### src/sv/ptfe_pkg.sv
// Package for the peer table: table size, derived widths, action codes and
// the command record that passes from the classifier to the table updater.
// No dependencies.
package ptfe_pkg;

  localparam int MAX_PEERS = 8;
  localparam int SLOT_W    = (MAX_PEERS > 1) ? $clog2(MAX_PEERS) : 1;
  localparam int CNT_W     = $clog2(MAX_PEERS + 1);

  typedef enum logic [1:0] {
    ACT_IGNORE = 2'd0,
    ACT_UPDATE = 2'd1,
    ACT_INSERT = 2'd2,
    ACT_EVICT  = 2'd3
  } action_e;

  typedef struct packed {
    action_e           action;
    logic [SLOT_W-1:0] slot;
    logic [31:0]       peer_id;
    logic [31:0]       peer_address;
    logic [15:0]       peer_port;
    logic [31:0]       now_ms;
  } cmd_t;

endpackage

### src/sv/ptfe_front.sv
// Front end of the peer table: takes sightings, holds the own identifier and
// classifies each sighting against the stored identifiers.
// Depends on ptfe_pkg.
module ptfe_front import ptfe_pkg::*; (
  input  logic              clk_i,
  input  logic              rst_ni,
  input  logic              start,
  input  logic              busy,
  input  logic [31:0]       peer_id_i,
  input  logic [31:0]       peer_address_i,
  input  logic [15:0]       peer_port_i,
  input  logic [31:0]       now_ms_i,
  input  logic              cfg_valid_i,
  input  logic [31:0]       cfg_data_i,
  output logic              cfg_ready_o,
  input  logic [31:0]       entry_id_i [MAX_PEERS],
  input  logic [CNT_W-1:0]  count_i,
  output logic              push_o,
  output cmd_t              cmd_o
);

  logic [31:0]       local_id_q;
  logic              found;
  logic [SLOT_W-1:0] hit_slot;

  assign cfg_ready_o = 1'b1;
  assign push_o      = start && !busy;

  always_ff @(posedge clk_i or negedge rst_ni) begin
    if (!rst_ni) begin
      local_id_q <= 32'd0;
    end else if (cfg_valid_i && cfg_ready_o) begin
      local_id_q <= cfg_data_i;
    end
  end

  // Scan from the top down so that the lowest matching slot wins.
  always_comb begin
    found    = 1'b0;
    hit_slot = '0;
    for (int k = MAX_PEERS - 1; k >= 0; k--) begin
      if ((CNT_W'(k) < count_i) && (entry_id_i[k] == peer_id_i)) begin
        found    = 1'b1;
        hit_slot = SLOT_W'(k);
      end
    end
  end

  always_comb begin
    cmd_o.peer_id      = peer_id_i;
    cmd_o.peer_address = peer_address_i;
    cmd_o.peer_port    = peer_port_i;
    cmd_o.now_ms       = now_ms_i;
    if (peer_id_i == local_id_q) begin
      cmd_o.action = ACT_IGNORE;
      cmd_o.slot   = '0;
    end else if (found) begin
      cmd_o.action = ACT_UPDATE;
      cmd_o.slot   = hit_slot;
    end else if (count_i == CNT_W'(MAX_PEERS)) begin
      cmd_o.action = ACT_EVICT;
      cmd_o.slot   = SLOT_W'(MAX_PEERS - 1);
    end else begin
      cmd_o.action = ACT_INSERT;
      cmd_o.slot   = SLOT_W'(count_i);
    end
  end

endmodule

### src/sv/ptfe_queue.sv
// Two-entry command queue between the classifier and the table updater.
// Depends on ptfe_pkg.
module ptfe_queue import ptfe_pkg::*; (
  input  logic clk_i,
  input  logic rst_ni,
  input  logic push_i,
  input  cmd_t data_i,
  input  logic pop_i,
  output logic valid_o,
  output cmd_t data_o
);

  cmd_t       mem_q [2];
  logic       wr_ptr_q;
  logic       rd_ptr_q;
  logic [1:0] fill_q;

  assign valid_o = (fill_q != 2'd0);
  assign data_o  = mem_q[rd_ptr_q];

  always_ff @(posedge clk_i or negedge rst_ni) begin
    if (!rst_ni) begin
      wr_ptr_q <= 1'b0;
      rd_ptr_q <= 1'b0;
      fill_q   <= 2'd0;
    end else begin
      if (push_i) begin
        wr_ptr_q <= ~wr_ptr_q;
      end
      if (pop_i && valid_o) begin
        rd_ptr_q <= ~rd_ptr_q;
      end
      fill_q <= fill_q + 2'(push_i) - 2'(pop_i && valid_o);
    end
  end

  always_ff @(posedge clk_i) begin
    if (push_i) begin
      mem_q[wr_ptr_q] <= data_i;
    end
  end

endmodule

### src/sv/ptfe_back.sv
// Back end of the peer table: holds the entries and the valid count, carries
// out each classified command and registers the result.
// Depends on ptfe_pkg.
module ptfe_back import ptfe_pkg::*; (
  input  logic             clk_i,
  input  logic             rst_ni,
  input  logic             cmd_valid_i,
  input  cmd_t             cmd_i,
  output logic             pop_o,
  output logic [31:0]      entry_id_o [MAX_PEERS],
  output logic [CNT_W-1:0] count_o,
  output logic             done_o,
  output logic [1:0]       action_o,
  output logic [2:0]       slot_o,
  output logic [31:0]      packet_count_o,
  output logic [3:0]       peer_count_o
);

  logic [31:0]       id_q      [MAX_PEERS];
  logic [31:0]       addr_q    [MAX_PEERS];
  logic [15:0]       port_q    [MAX_PEERS];
  logic [31:0]       seen_q    [MAX_PEERS];
  logic [31:0]       pk_q      [MAX_PEERS];
  logic [31:0]       id_d      [MAX_PEERS];
  logic [31:0]       addr_d    [MAX_PEERS];
  logic [15:0]       port_d    [MAX_PEERS];
  logic [31:0]       seen_d    [MAX_PEERS];
  logic [31:0]       pk_d      [MAX_PEERS];
  logic [CNT_W-1:0]  count_q, count_d;
  logic [31:0]       res_pk;
  logic              done_q;
  action_e           action_q;
  logic [SLOT_W-1:0] slot_q;
  logic [31:0]       pk_out_q;
  logic [CNT_W-1:0]  peers_q;

  assign pop_o      = cmd_valid_i;
  assign entry_id_o = id_q;
  assign count_o    = count_q;

  always_comb begin
    id_d    = id_q;
    addr_d  = addr_q;
    port_d  = port_q;
    seen_d  = seen_q;
    pk_d    = pk_q;
    count_d = count_q;
    res_pk  = 32'd0;
    case (cmd_i.action)
      ACT_UPDATE: begin
        res_pk               = pk_q[cmd_i.slot] + 32'd1;
        addr_d[cmd_i.slot]   = cmd_i.peer_address;
        port_d[cmd_i.slot]   = cmd_i.peer_port;
        seen_d[cmd_i.slot]   = cmd_i.now_ms;
        pk_d[cmd_i.slot]     = res_pk;
      end
      ACT_INSERT: begin
        res_pk               = 32'd1;
        id_d[cmd_i.slot]     = cmd_i.peer_id;
        addr_d[cmd_i.slot]   = cmd_i.peer_address;
        port_d[cmd_i.slot]   = cmd_i.peer_port;
        seen_d[cmd_i.slot]   = cmd_i.now_ms;
        pk_d[cmd_i.slot]     = 32'd1;
        count_d              = count_q + CNT_W'(1);
      end
      ACT_EVICT: begin
        // The oldest entry sits in slot zero; everything moves down one place.
        res_pk = 32'd1;
        for (int k = 0; k < MAX_PEERS - 1; k++) begin
          id_d[k]   = id_q[k+1];
          addr_d[k] = addr_q[k+1];
          port_d[k] = port_q[k+1];
          seen_d[k] = seen_q[k+1];
          pk_d[k]   = pk_q[k+1];
        end
        id_d[MAX_PEERS-1]   = cmd_i.peer_id;
        addr_d[MAX_PEERS-1] = cmd_i.peer_address;
        port_d[MAX_PEERS-1] = cmd_i.peer_port;
        seen_d[MAX_PEERS-1] = cmd_i.now_ms;
        pk_d[MAX_PEERS-1]   = 32'd1;
      end
      default: begin
        res_pk = 32'd0;
      end
    endcase
  end

  always_ff @(posedge clk_i or negedge rst_ni) begin
    if (!rst_ni) begin
      count_q <= '0;
      done_q  <= 1'b0;
    end else begin
      done_q <= pop_o;
      if (pop_o) begin
        count_q <= count_d;
      end
    end
  end

  always_ff @(posedge clk_i) begin
    if (pop_o) begin
      id_q     <= id_d;
      addr_q   <= addr_d;
      port_q   <= port_d;
      seen_q   <= seen_d;
      pk_q     <= pk_d;
      action_q <= cmd_i.action;
      slot_q   <= cmd_i.slot;
      pk_out_q <= res_pk;
      peers_q  <= count_d;
    end
  end

  assign done_o         = done_q;
  assign action_o       = 2'(action_q);
  assign slot_o         = 3'(slot_q);
  assign packet_count_o = pk_out_q;
  assign peer_count_o   = 4'(peers_q);

endmodule

### src/sv/peer_table_fifo_evict_top.sv
// Top level of the peer table with oldest-first eviction.
// Depends on ptfe_pkg, ptfe_front, ptfe_queue and ptfe_back.
//
//   channel   | transfer when          | payload
//   ----------+------------------------+-------------------------------------------
//   sighting  | start && !busy         | peer_id_i, peer_address_i, peer_port_i, now_ms_i
//   result    | done_o (one cycle)     | action_o, slot_o, packet_count_o, peer_count_o
//   config    | cfg_valid_i && ready   | cfg_data_i (own identifier)
//
// A sighting is classified in the cycle it is taken and queued; the table is
// written in the next cycle, so busy is high for one cycle and no new sighting
// is taken until busy falls. The result appears in the cycle after the table
// write, for one cycle only. Reset empties the table and clears the own
// identifier to zero. The result side never stalls; cfg_ready_o is always high.
module peer_table_fifo_evict_top import ptfe_pkg::*; (
  input  logic        clk_i,
  input  logic        rst_ni,
  input  logic        start,
  output logic        busy,
  input  logic [31:0] peer_id_i,
  input  logic [31:0] peer_address_i,
  input  logic [15:0] peer_port_i,
  input  logic [31:0] now_ms_i,
  input  logic        cfg_valid_i,
  output logic        cfg_ready_o,
  input  logic [31:0] cfg_data_i,
  output logic        done_o,
  output logic [1:0]  action_o,
  output logic [2:0]  slot_o,
  output logic [31:0] packet_count_o,
  output logic [3:0]  peer_count_o
);

  logic             push;
  cmd_t             cmd_in;
  logic             q_valid;
  cmd_t             cmd_out;
  logic             pop;
  logic [31:0]      entry_id [MAX_PEERS];
  logic [CNT_W-1:0] count;

  // Busy while a command waits, so the classifier always sees a settled table.
  assign busy = q_valid;

  ptfe_front u_front (
    .clk_i          (clk_i),
    .rst_ni         (rst_ni),
    .start          (start),
    .busy           (busy),
    .peer_id_i      (peer_id_i),
    .peer_address_i (peer_address_i),
    .peer_port_i    (peer_port_i),
    .now_ms_i       (now_ms_i),
    .cfg_valid_i    (cfg_valid_i),
    .cfg_data_i     (cfg_data_i),
    .cfg_ready_o    (cfg_ready_o),
    .entry_id_i     (entry_id),
    .count_i        (count),
    .push_o         (push),
    .cmd_o          (cmd_in)
  );

  ptfe_queue u_queue (
    .clk_i   (clk_i),
    .rst_ni  (rst_ni),
    .push_i  (push),
    .data_i  (cmd_in),
    .pop_i   (pop),
    .valid_o (q_valid),
    .data_o  (cmd_out)
  );

  ptfe_back u_back (
    .clk_i          (clk_i),
    .rst_ni         (rst_ni),
    .cmd_valid_i    (q_valid),
    .cmd_i          (cmd_out),
    .pop_o          (pop),
    .entry_id_o     (entry_id),
    .count_o        (count),
    .done_o         (done_o),
    .action_o       (action_o),
    .slot_o         (slot_o),
    .packet_count_o (packet_count_o),
    .peer_count_o   (peer_count_o)
  );

  a_accept_busy: assert property (@(posedge clk_i) disable iff (!rst_ni)
    (start && !busy) |=> busy)
    else $error("accepted sighting did not raise busy");

  a_accept_done: assert property (@(posedge clk_i) disable iff (!rst_ni)
    (start && !busy) |-> ##2 done_o)
    else $error("accepted sighting gave no result two cycles later");

  a_done_idle: assert property (@(posedge clk_i) disable iff (!rst_ni)
    done_o |-> (!busy && $past(busy)))
    else $error("result strobe out of step with busy");

  a_count_bound: assert property (@(posedge clk_i) disable iff (!rst_ni)
    count <= CNT_W'(MAX_PEERS))
    else $error("peer count exceeds table size");

endmodule

### config.mk
export PLATFORM = sky130hd
export DESIGN_NAME = peer_table_fifo_evict_top
export DESIGN_NICKNAME = d
export VERILOG_FILES = /design/src/sv/ptfe_pkg.sv /design/src/sv/ptfe_front.sv /design/src/sv/ptfe_queue.sv /design/src/sv/ptfe_back.sv /design/src/sv/peer_table_fifo_evict_top.sv
export SDC_FILE = /design/constraint.sdc
export NUM_CORES = 1
export LEC_CHECK = 0
export BUFFER_PORTS_ARGS = -buffer_cell sky130_fd_sc_hd__buf_2
export CAP_MARGIN = 10
export CELL_PAD_IN_SITES_DETAIL_PLACEMENT = 0
export CELL_PAD_IN_SITES_GLOBAL_PLACEMENT = 1
export CORE_MARGIN = 1
export CORE_UTILIZATION = 50
export DETAILED_ROUTE_END_ITERATION = 6
export HOLD_SLACK_MARGIN = 0.06
export PLACE_DENSITY = 0.91
export RECOVER_POWER = 100
export SLEW_MARGIN = 5
export SYNTH_ARGS = -nofsm -noshare
export SYNTH_HDL_FRONTEND = slang
export SYNTH_SLANG_ARGS = --single-unit
export TNS_END_PERCENT = 100
### constraint.sdc
create_clock -name clk_i -period 5.4 [get_ports clk_i]
set_input_delay 1.08 -clock clk_i [delete_from_list [all_inputs] [get_ports clk_i]]
set_output_delay 1.08 -clock clk_i [all_outputs]
set_load 0.01 [all_outputs]
# Word-level counts from Yosys, hierarchy flattened
# Memory sizes are Yosys's and may differ from the RTL's.
# Cells that the tools add are included.
[word_totals]
ff_bits = 594
mem_bits_rw = 234
input_bits = 148
out_inout_bits = 44
wordCells = 109
memories = 1
[classes]
add_sub_neg = 4
magnitude_cmp = 10
n_eq_ne = 13
mux = 32
bitwise_logic = 6
reduce_logical = 17
[mem_list]
columns = ["memory", "depth", "width", "read_ports", "rd_clocked_by_memory_dff", "wr", "line", "rtl"]
rows = [
  ["u_queue.mem_q", 2, 117, 1, 0, 1, "ptfe_queue.sv:13", "cmd_t mem_q [2];"],
]
[op_table]
columns = ["cell", "count"]
rows = [
  ["256-bit case mux with 3 select lines", 1],
  ["256-bit bitwise mux", 2],
  ["256-bit case mux with 2 select lines", 1],
  ["32-bit == test", 9],
  ["248-bit AND", 1],
  ["248-bit inverter", 1],
  ["32-bit binary-select mux with 3-bit select", 1],
  ["32-bit demux with 3-bit select", 1],
  ["32-bit two-way mux", 3],
  ["32-bit case mux with 2 select lines", 1],
  ["32-bit by 1-bit adder with 32-bit output (second input constant)", 1],
  ["3-bit two-way mux", 8],
  ["3-bit by 4-bit < comparator with 1-bit output (first input constant)", 4],
  ["1-bit logical AND", 10],
  ["1-bit two-way mux", 10],
  ["5-bit two-way mux", 2],
  ["1-bit by 4-bit < comparator with 1-bit output (first input constant)", 2],
  ["2-bit by 4-bit < comparator with 1-bit output (first input constant)", 2],
  ["4-bit two-way mux", 2],
  ["8-bit OR", 1],
  ["4-bit by 1-bit adder with 4-bit output (second input constant)", 1],
  ["2-bit == test (second input constant)", 2],
  ["4-bit == test (second input constant)", 1],
  ["4-bit >= comparator (second input constant)", 1],
  ["11 further kinds", 14],
]

# Longest topological paths before layout
# Gate-level depths: netlist of run 1.
[depth]
depth_word = 12
depth_mapped = 15
ltp_nobuf = 12

# Hierarchy
# A second synthesis of run 1 with hierarchy kept.
[hier_totals]
hier_cells = 3036
hier_area_um2 = 41109.4
[by_module_without_submodules]
columns = ["mod", "instances", "cells_per_inst", "area_per_inst_um2", "seq_area_each_um2"]
rows = [
  ["ptfe_back", 1, 1951, 26369.0, 16731.0],
  ["ptfe_queue", 1, 380, 8703.3, 7126.8],
  ["ptfe_front", 1, 705, 6037.0, 800.8],
]

# Worst setup path after synthesis of run 1
# Ideal clock, no wire load.
[synth_timing]
kind = "flip-flop to flip-flop"
startpoint = "reg u_queue.rd_ptr_q"
endpoint = "reg u_back.pk_q[32] in the netlist's numbering, enable pin"
setup_ps = 421
t_arrival_ps = 3723
required_time_ps = 4979
path_slack_ps = 1256
stages_incl_launch_ff = 12
path_buffers = 7
synth_period_minus_slack_ps = 4144
cell_sequence = "dfrtp_1 -> buf_6 -> buf_4 -> buf_2 -> buf_1 -> mux2i_1 -> inv_1 -> clkbuf_1 -> clkbuf_1 -> buf_1 -> a21oi_1 -> nor2_1"
[synth_rtl]
columns = ["item", "line", "rtl"]
rows = [
  ["from (decl)", "ptfe_queue.sv:15", "logic rd_ptr_q;"],
  ["from (signal assigned)", "ptfe_queue.sv:31", "rd_ptr_q <= ~rd_ptr_q;"],
  ["to (signal assigned)", "ptfe_back.sv:106", "pk_q <= pk_d;"],
  ["to (decl)", "ptfe_back.sv:23", "logic [31:0] pk_q [MAX_PEERS];"],
]

==> results.txt, run 1 <==
----------------------------------------------------
[Run status]
  Status ... finished, violations left
  Violations in the final reports ... DRC, capacitance limit, slew limit

[CTS]
  CTS Root Buffer Type ... sky130_fd_sc_hd__clkbuf_16
  Clock insertion delay at the later pin of the skew report ... 650 ps
  Clock-pin transition on the worst setup and hold timing paths ... 60 ps
  Number of post-CTS setup repair buffers ... 0
  H-tree levels ... 3
  CTS resizes ... 0
  TritonCTS sink count ... 668
  Cts bufs inserted ... 75
  Number of buffers on the longest clock path ... 3
  Post-CTS Hold Buffers ... 0
  TritonCTS clock tree ... yes

[Setup path]
  Kind of cell adding the most delay to the critical path ... simple AND/OR/NAND/NOR gates
  Depth of the worst register-to-register path ... 12
  Max incr delay on CP ... 720 ps
  R2R Path Start ... u_queue.rd_ptr_q
  Setup slack of the worst register-to-register path ... 290 ps
  Classification of the worst setup path ... register to register
  Startpoint type of the worst setup path ... register
  R2r endpoint ... u_back.pk_q[86]
  Critical path arrival ... 5420 ps
  Worst Path Buf+Inv ... 1
  Worst path most repeated cell ... sky130_fd_sc_hd__nand2_1
  Max stage delay cell, worst path ... sky130_fd_sc_hd__nand2_1
  Critical path data required time ... 5710 ps
  Maximum fanout along the worst path ... 43
  Cell chain of the critical path ... nand3b_1 -> nand2_1 -> a32oi_1 -> and3_1 -> ha_1 -> nand4_1 -> nor2_1 -> nand2_1 -> nor4_1 -> xor2_1 -> clkbuf_1 -> o21ai_0
  Sort of element at the end of the critical path ... register

[GRT]
  Vias in the first global route ... 26083
  Met1 track demand over resource ... 0.424
  Wire length of the first global-routing pass ... 165 mm
  Antenna violations before repair ... 2
  Aggregate global-route resource usage ... 0.324
  Remaining global-route overflow ... 0
  Met3 Usage GRT ... 0.0668
  Grt met2 use ... 0.502
  GRT busiest layer ... met2
  Largest net degree at the start of global routing ... 225

[Synthesis]
  Synth async-reset ratio ... 0.0614
  Netlist cell types ... 77
  Post-synthesis net count ... 3141
  Number of enable-type register cells in the synthesized netlist ... 627
  Post-synthesis instance total ... 2990
  Mean cell area of the mapped netlist ... 11.3 sq um
  Netlist Area Pre-Place ... 0.0336 sq mm
  Predominant post-synthesis flop cell ... sky130_fd_sc_hd__edfxtp_1
  Warnings from Yosys ... 0
  FF+latch count, synth ... 668
  Portion of the post-synthesis area used by sequential elements ... 0.590

[Min path]
  Hold Crit Class ... register to register
  Worst Hold Depth ... 1
  Worst Hold End ... u_queue.fill_q[0]
  Hold Crit Start ... u_queue.fill_q[0]

[Placed design]
  Buffers added on ports ... 110
  Weighted congestion reported at the end of routability-driven placement ... 0.963
  Dpl hpwl ... 68.8 mm

[Detailed routing]
  Total routed wirelength ... 113 mm
  Drt wl/cell ... 28.5 um
  Post-route antenna net violation count ... 0
  Vias per Instance ... 6.80
  Vias ... 26912
  Iter 0 DRT Violations ... 4639
  Detailed Routing Iterations Pass 1 ... 7
  Count of unresolved DRC violations after routing ... 2

[Layout]
  Sequential cell area in the final layout ... 0.0199 sq mm
  Fraction of layout instances using a drive strength above 1 ... 0.0935
  Nets@finish ... 3182
  Fill cell count ... 5482
  Footprint of the multi-input gates ... 0.0129 sq mm
  Final core utilization ... 0.564
  Area added between synthesis and finish ... 10.9%

[Floorplanning]
  Die area ... 0.0683 sq mm
  Width of the chip ... 261 um
  Core box area ... 0.0662 sq mm
  Count of boundary I/O pins ... 192
  Die Ht ... 261 um
  Std cell rows ... 94
  Starting Density ... 0.508

[Timing]
  Unrepaired setup endpoints after global routing ... false
  Final worst path period share ... 0.947
  Max Slew Vio Count ... 384
  Max_slew headroom ... -0.739
  Worst setup skew after layout ... 30.5 ps
  Sum of negative setup slack ... 0 ps
  Min Tclk post-route ... 5110 ps
  Final setup violating endpoints ... 0
  Highest attainable clock frequency ... 196 MHz
  Least-Margin Pin Slew ... 2610 ps
  Final Hold Vio Count ... 0

[Pwr]
  Leakage power ... 12.7 nW
  Worst ir drop on vdd ... 0.000353 V
  Areal power density over the cells ... 540 mW/mm^2

[Run]
  Max-cap viol count ... 10

----------------------------------------------------
[routing by layer]
layer / wire length (um) / share of wire
met4: 7220 / 0.064
met1: 40400 / 0.36
met3: 13700 / 0.12
met5: 18 / 0.00016
met2: 51300 / 0.46
[worst reg2reg max path, stage by stage (launching register included)]
cell and delay [ps]:
sky130_fd_sc_hd__dfrtp_4 660, sky130_fd_sc_hd__nand3b_1 380, sky130_fd_sc_hd__nand2_1 720, sky130_fd_sc_hd__a32oi_1 430, sky130_fd_sc_hd__and3_1 240, sky130_fd_sc_hd__ha_1 190
sky130_fd_sc_hd__nand4_1 210, sky130_fd_sc_hd__nor2_1 270, sky130_fd_sc_hd__nand2_1 370, sky130_fd_sc_hd__nor4_1 450, sky130_fd_sc_hd__xor2_1 230, sky130_fd_sc_hd__clkbuf_1 430
sky130_fd_sc_hd__o21ai_0 200
[Yosys cell counts, drive strengths merged (6+ instances only)]
cell | count | area share
a21oi | 38 | 0.0057
a22oi | 215 | 0.048
and2 | 12 | 0.0022
and3 | 7 | 0.0013
buf | 46 | 0.0069
clkbuf | 182 | 0.020
dfrtp | 41 | 0.030
edfxtp | 627 | 0.56
inv | 10 | 0.0011
mux2 | 35 | 0.012
mux2i | 43 | 0.013
nand2 | 418 | 0.047
nand3 | 71 | 0.011
nand3b | 6 | 0.0015
nand4 | 59 | 0.011
nor2 | 146 | 0.016
nor3 | 26 | 0.0040
nor3b | 6 | 0.0013
nor4 | 57 | 0.012
o21ai | 333 | 0.050
o221ai | 17 | 0.0044
o22ai | 174 | 0.032
o32ai | 8 | 0.0021
xnor2 | 179 | 0.047
xor2 | 147 | 0.039
[report_power, final]
group	switching (W)	leakage, nW	internal, W
registers	0.000719	6.46	0.00719
clock network	0.00218	1.18	0.00289
logic	0.00506	5.04	0.00211
total	0.00795	12.7	0.0122
[cell type report]
type                       count  share of cell area
timing repair buffer         192              0.0270
clock inverter                33             0.00858
multi-input combinational   2083               0.346
antenna                        1           0.0000671
sequential                   668               0.532
tap                          864              0.0290
clock buffer                 104              0.0562
inverter                      11             0.00111
[cell usage in the layout, fill, tap and decap left out, types with 16 or more instances in the layout]
master / instances
sky130_fd_sc_hd__clkbuf_2: 18
sky130_fd_sc_hd__dfrtp_1: 40
sky130_fd_sc_hd__nand4_1: 59
sky130_fd_sc_hd__o21ai_0: 330
sky130_fd_sc_hd__mux2_2: 35
sky130_fd_sc_hd__o22ai_1: 174
sky130_fd_sc_hd__buf_2: 32
sky130_fd_sc_hd__nor2_1: 125
sky130_fd_sc_hd__nand3_1: 70
sky130_fd_sc_hd__xnor2_1: 179
sky130_fd_sc_hd__nand2_1: 414
sky130_fd_sc_hd__nor4_1: 53
sky130_fd_sc_hd__xor2_1: 147
sky130_fd_sc_hd__nor3_1: 26
sky130_fd_sc_hd__a22oi_1: 215
sky130_fd_sc_hd__buf_4: 41
sky130_fd_sc_hd__mux2i_1: 43
sky130_fd_sc_hd__edfxtp_1: 627
sky130_fd_sc_hd__a21oi_1: 38
sky130_fd_sc_hd__o221ai_1: 17
sky130_fd_sc_hd__nor2_4: 16
sky130_fd_sc_hd__clkbuf_1: 116
sky130_fd_sc_hd__clkbuf_16: 77
[sequential cells by signal, indices dropped and copies added (netlist names), 3 cells and up]
| register | count |
|---|---|
| u_back.entry_id_o | 256 |
| u_back.peer_count_o | 4 |
| u_front.local_id_q | 32 |
| u_queue.mem_q | 74 |
| u_back.packet_count_o | 32 |
| u_back.slot_o | 3 |
| u_back.pk_q | 256 |
| u_back.count_o | 4 |
[through the flow]
stage | hold slack, ps | cells | instance area (sq um) | setup WS, ps | power, W
floorplan | 417 | 2990 | 33600 | 1260 | 0.0124
global placement | 450 | 3818 | 35200 | 768 | 0.0147
detailed placement | 472 | 3818 | 35200 | 644 | 0.0150
CTS | 481 | 3955 | 37700 | 633 | 0.0200
global route | 507 | 3956 | 37300 | 206 | 0.0208
finish | 479 | 3956 | 37300 | 286 | 0.0201
[logic make-up after synthesis]
| group | count (synthesis) | synth area share |
|---|---|---|
| xor gates and xnor gates | 326 | 0.0853 |
| AOI/OAI and AO/OA | 829 | 0.153 |
| other | 1 | 0.000111 |
| adders and majority gates | 3 | 0.00112 |
| buffers and inverters | 239 | 0.0284 |
| and+or+nand+nor | 846 | 0.117 |
| DFF | 668 | 0.590 |
| muxes | 78 | 0.0249 |
[worst max path at each step]
| stage | from | endpoint | slack [ps] | cells past startpoint |
|---|---|---|---|---|
| floorplan | u_queue.rd_ptr_q | u_back.pk_q[32] | 1260 | 11 |
| global placement | u_queue.rd_ptr_q | u_back.pk_q[14] | 770 | 11 |
| detailed placement | u_queue.rd_ptr_q | u_back.pk_q[111] | 640 | 9 |
| CTS | u_queue.rd_ptr_q | u_back.pk_q[80] | 630 | 11 |
| global route | u_queue.rd_ptr_q | u_back.entry_id_o[199] | 210 | 6 |
| finish | u_queue.rd_ptr_q | u_back.pk_q[86] | 290 | 12 |
Power figures use the tool's default switching activity.
==> run 2: changes to the inputs <==
--- a/config.mk
+++ b/config.mk
@@ -14,8 +14,7 @@
 export DETAILED_ROUTE_END_ITERATION = 6
 export HOLD_SLACK_MARGIN = 0.06
 export PLACE_DENSITY = 0.91
-export RECOVER_POWER = 100
-export SLEW_MARGIN = 5
+export RECOVER_POWER = 50
 export SYNTH_ARGS = -nofsm -noshare
 export SYNTH_HDL_FRONTEND = slang
 export SYNTH_SLANG_ARGS = --single-unit
==> run 2 against run 1 <==
Against the previous run: the flow finishes with violations (capacitance limit, slew limit); cell count unchanged; clock power about the same; worst hold slack worse by 0.53 ps; core utilization up 0.18 points; first-iteration DRC count down 2.1%; sequential share of layout area down 0.17 points; critical path type unchanged; largest power group unchanged.
==> results.txt, run 2 (synthesis gave the netlist of run 1 again) <==
----------------------------------------------------
[Run status]
  Status ... finished, violations left
  Violations in the final reports ... capacitance limit, slew limit

[Detailed routing]
  Vias per Instance ... 6.81 (+0.15%)
  Detailed Routing Iterations Pass 1 ... 6 (-1)
  Post-route antenna net violation count ... 0 (unchanged)
  Total routed wirelength ... 113 mm (+0.12%)
  Drt wl/cell ... 28.5 um (+0.12%)
  Vias ... 26952 (+0.15%)
  Count of unresolved DRC violations after routing ... 0 (-2)
  Iter 0 DRT Violations ... 4541 (-2.1%)

[Setup path]
  R2r endpoint ... u_back.pk_q[104]
  Sort of element at the end of the critical path ... register
  Max incr delay on CP ... 1500 ps (+780 ps)
  Startpoint type of the worst setup path ... register
  Cell chain of the critical path ... buf_4 -> mux2i_1 -> buf_12 -> nand2_1 -> o22ai_1
  Setup crit start ... u_queue.rd_ptr_q
  R2R Path Start ... u_queue.rd_ptr_q
  Setup slack of the worst register-to-register path ... 250 ps (-30 ps)
  Crit path capture ... u_back.pk_q[104]
  Critical path arrival ... 5550 ps (+130 ps)
  Kind of cell adding the most delay to the critical path ... simple AND/OR/NAND/NOR gates
  Maximum fanout along the worst path ... 160 (+270%)
  Depth of the worst register-to-register path ... 5 (-7)
  Worst Path Buf+Inv ... 2 (+1)
  Critical path data required time ... 5800 ps (+90 ps)
  CP Depth ... 5 (-7)
  Max stage delay cell, worst path ... sky130_fd_sc_hd__nand2_1
  Classification of the worst setup path ... register to register

[GRT]
  Aggregate global-route resource usage ... 0.324 (unchanged)
  Vias in the first global route ... 26083 (unchanged)
  Wire length of the first global-routing pass ... 165 mm (unchanged)
  Remaining global-route overflow ... 0 (unchanged)
  Largest net degree at the start of global routing ... 225 (unchanged)
  Antenna violations before repair ... 2 (unchanged)

[Min path]
  Worst Hold Depth ... 1 (unchanged)
  Hold Crit Class ... register to register

[Pwr]
  Areal power density over the cells ... 540 mW/mm^2 (about the same)
  Worst ir drop on vdd ... 0.000355 V (+0.64%)
  Leakage power ... 12.7 nW (+0.34%)
  Total power of the final layout ... 0.0202 W (+0.41%)

[CTS]
  Clock insertion delay at the later pin of the skew report ... 650 ps (about the same)
  TritonCTS clock tree ... yes
  Post-CTS Hold Buffers ... 0 (unchanged)
  Number of post-CTS setup repair buffers ... 0 (unchanged)
  Clock-pin transition on the worst setup and hold timing paths ... 60 ps (about the same)
  CTS resizes ... 0 (unchanged)
  Cts bufs inserted ... 75 (unchanged)
  H-tree levels ... 3 (unchanged)
  Number of buffers on the longest clock path ... 3 (unchanged)
  CTS Root Buffer Type ... sky130_fd_sc_hd__clkbuf_16
  TritonCTS sink count ... 668 (unchanged)

[Layout]
  Area added between synthesis and finish ... 11.2%
  Fraction of layout instances using a drive strength above 1 ... 0.100 (+0.00647)
  Nets@finish ... 3182 (unchanged)
  Commonest non-fill, non-tap cell in the layout ... sky130_fd_sc_hd__edfxtp_1
  Top library cells by usage in the layout, fill and taps aside ... 627 x sky130_fd_sc_hd__edfxtp_1, 413 x sky130_fd_sc_hd__nand2_1, 313 x sky130_fd_sc_hd__o21ai_0
  Non-filler instance count after layout ... 3956 (unchanged)
  Fill cell count ... 5454 (-0.51%)

[Timing]
  Final Hold Vio Count ... 0 (unchanged)
  Worst setup skew after layout ... 33.1 ps (+2.66 ps)
  Least-Margin Pin Slew ... 2640 ps (+29.7 ps)
  Min Tclk post-route ... 5150 ps (+31.1 ps)
  Final setup violating endpoints ... 0 (unchanged)
  Unrepaired setup endpoints after global routing ... false
  Sum of negative setup slack ... 0 ps (unchanged)
  Highest attainable clock frequency ... 194 MHz (-0.60%)
  Max Slew Vio Count ... 353 (-8.1%)
  Final worst path period share ... 0.953 (+0.00575)
  Max_slew headroom ... -0.759 (-0.0198)

[Placed design]
  Dpl hpwl ... 68.8 mm (unchanged)
  Buffers added on ports ... 110 (unchanged)
  Weighted congestion reported at the end of routability-driven placement ... 0.963 (unchanged)
  Cell total after placement ... 3818 (unchanged)

[Run]
  Max-cap viol count ... 10 (unchanged)

[Floorplanning]
  Starting Density ... 0.508 (unchanged)
  Std cell rows ... 94 (unchanged)
  Width of the chip ... 261 um (unchanged)
  Core box area ... 0.0662 sq mm (unchanged)
  Count of boundary I/O pins ... 192 (unchanged)
  Die area ... 0.0683 sq mm (unchanged)
  Die Ht ... 261 um (unchanged)

----------------------------------------------------
==> run 2: changes by cell type in the layout (fill, tap and decap cells not counted), sizes merged <==
| cell | change |
|---|---|
| buf | +16 |
| clkbuf | -16 |
==> run 2: metrics by stage <==
step / util / area, sq um / hold WS, ps / worst slack, ps
6_report: 0.565 / 37400 / 478 / 255
3_3_place_gp: 0.532 / 35200 / 450 / 768
3_5_place_dp: 0.532 / 35200 / 472 / 644
2_1_floorplan: - / 33600 / 417 / 1260
5_1_grt: 0.565 / 37400 / 507 / 249
4_1_cts: 0.569 / 37700 / 481 / 633
==> run 2: metal layers <==
metal / global-route usage / share of wire / vias up
li1: - / - / 11362
met1: 0.424 / 0.36 / 12994
met2: 0.502 / 0.46 / 2193
met3: 0.0668 / 0.12 / 401
met4: 0.187 / 0.063 / 2
met5: 0 / 0.00016 / -
==> run 2: worst min path at each step <==
stage	start	to	slack [ps]
after floorplan	u_queue.fill_q[0]	u_queue.fill_q[0]	420
after global placement	u_queue.fill_q[0]	u_queue.fill_q[0]	450
after detailed placement	u_queue.fill_q[0]	u_queue.fill_q[0]	470
after CTS	u_queue.fill_q[0]	u_queue.fill_q[0]	480
after global routing	u_queue.fill_q[0]	u_queue.fill_q[0]	510
final	u_queue.fill_q[0]	u_queue.fill_q[0]	480
==> run 2: layout make-up <==
type / count / area (sq um) / share of cell area
clock inverter: 33 / 320 / 0.00856
antenna: 1 / 2.50 / 0.0000669
timing repair buffer: 192 / 1050 / 0.0282
tap: 864 / 1080 / 0.0289
multi-input combinational: 2083 / 13000 / 0.347
sequential: 668 / 19900 / 0.531
inverter: 11 / 41.3 / 0.00110
clock buffer: 104 / 2100 / 0.0561
==> run 2: where the power goes <==
part	total [W]	switching, W	internal [W]
registers	0.00791	0.000719	0.00719
logic	0.00725	0.00509	0.00216
clock network	0.00507	0.00218	0.00289
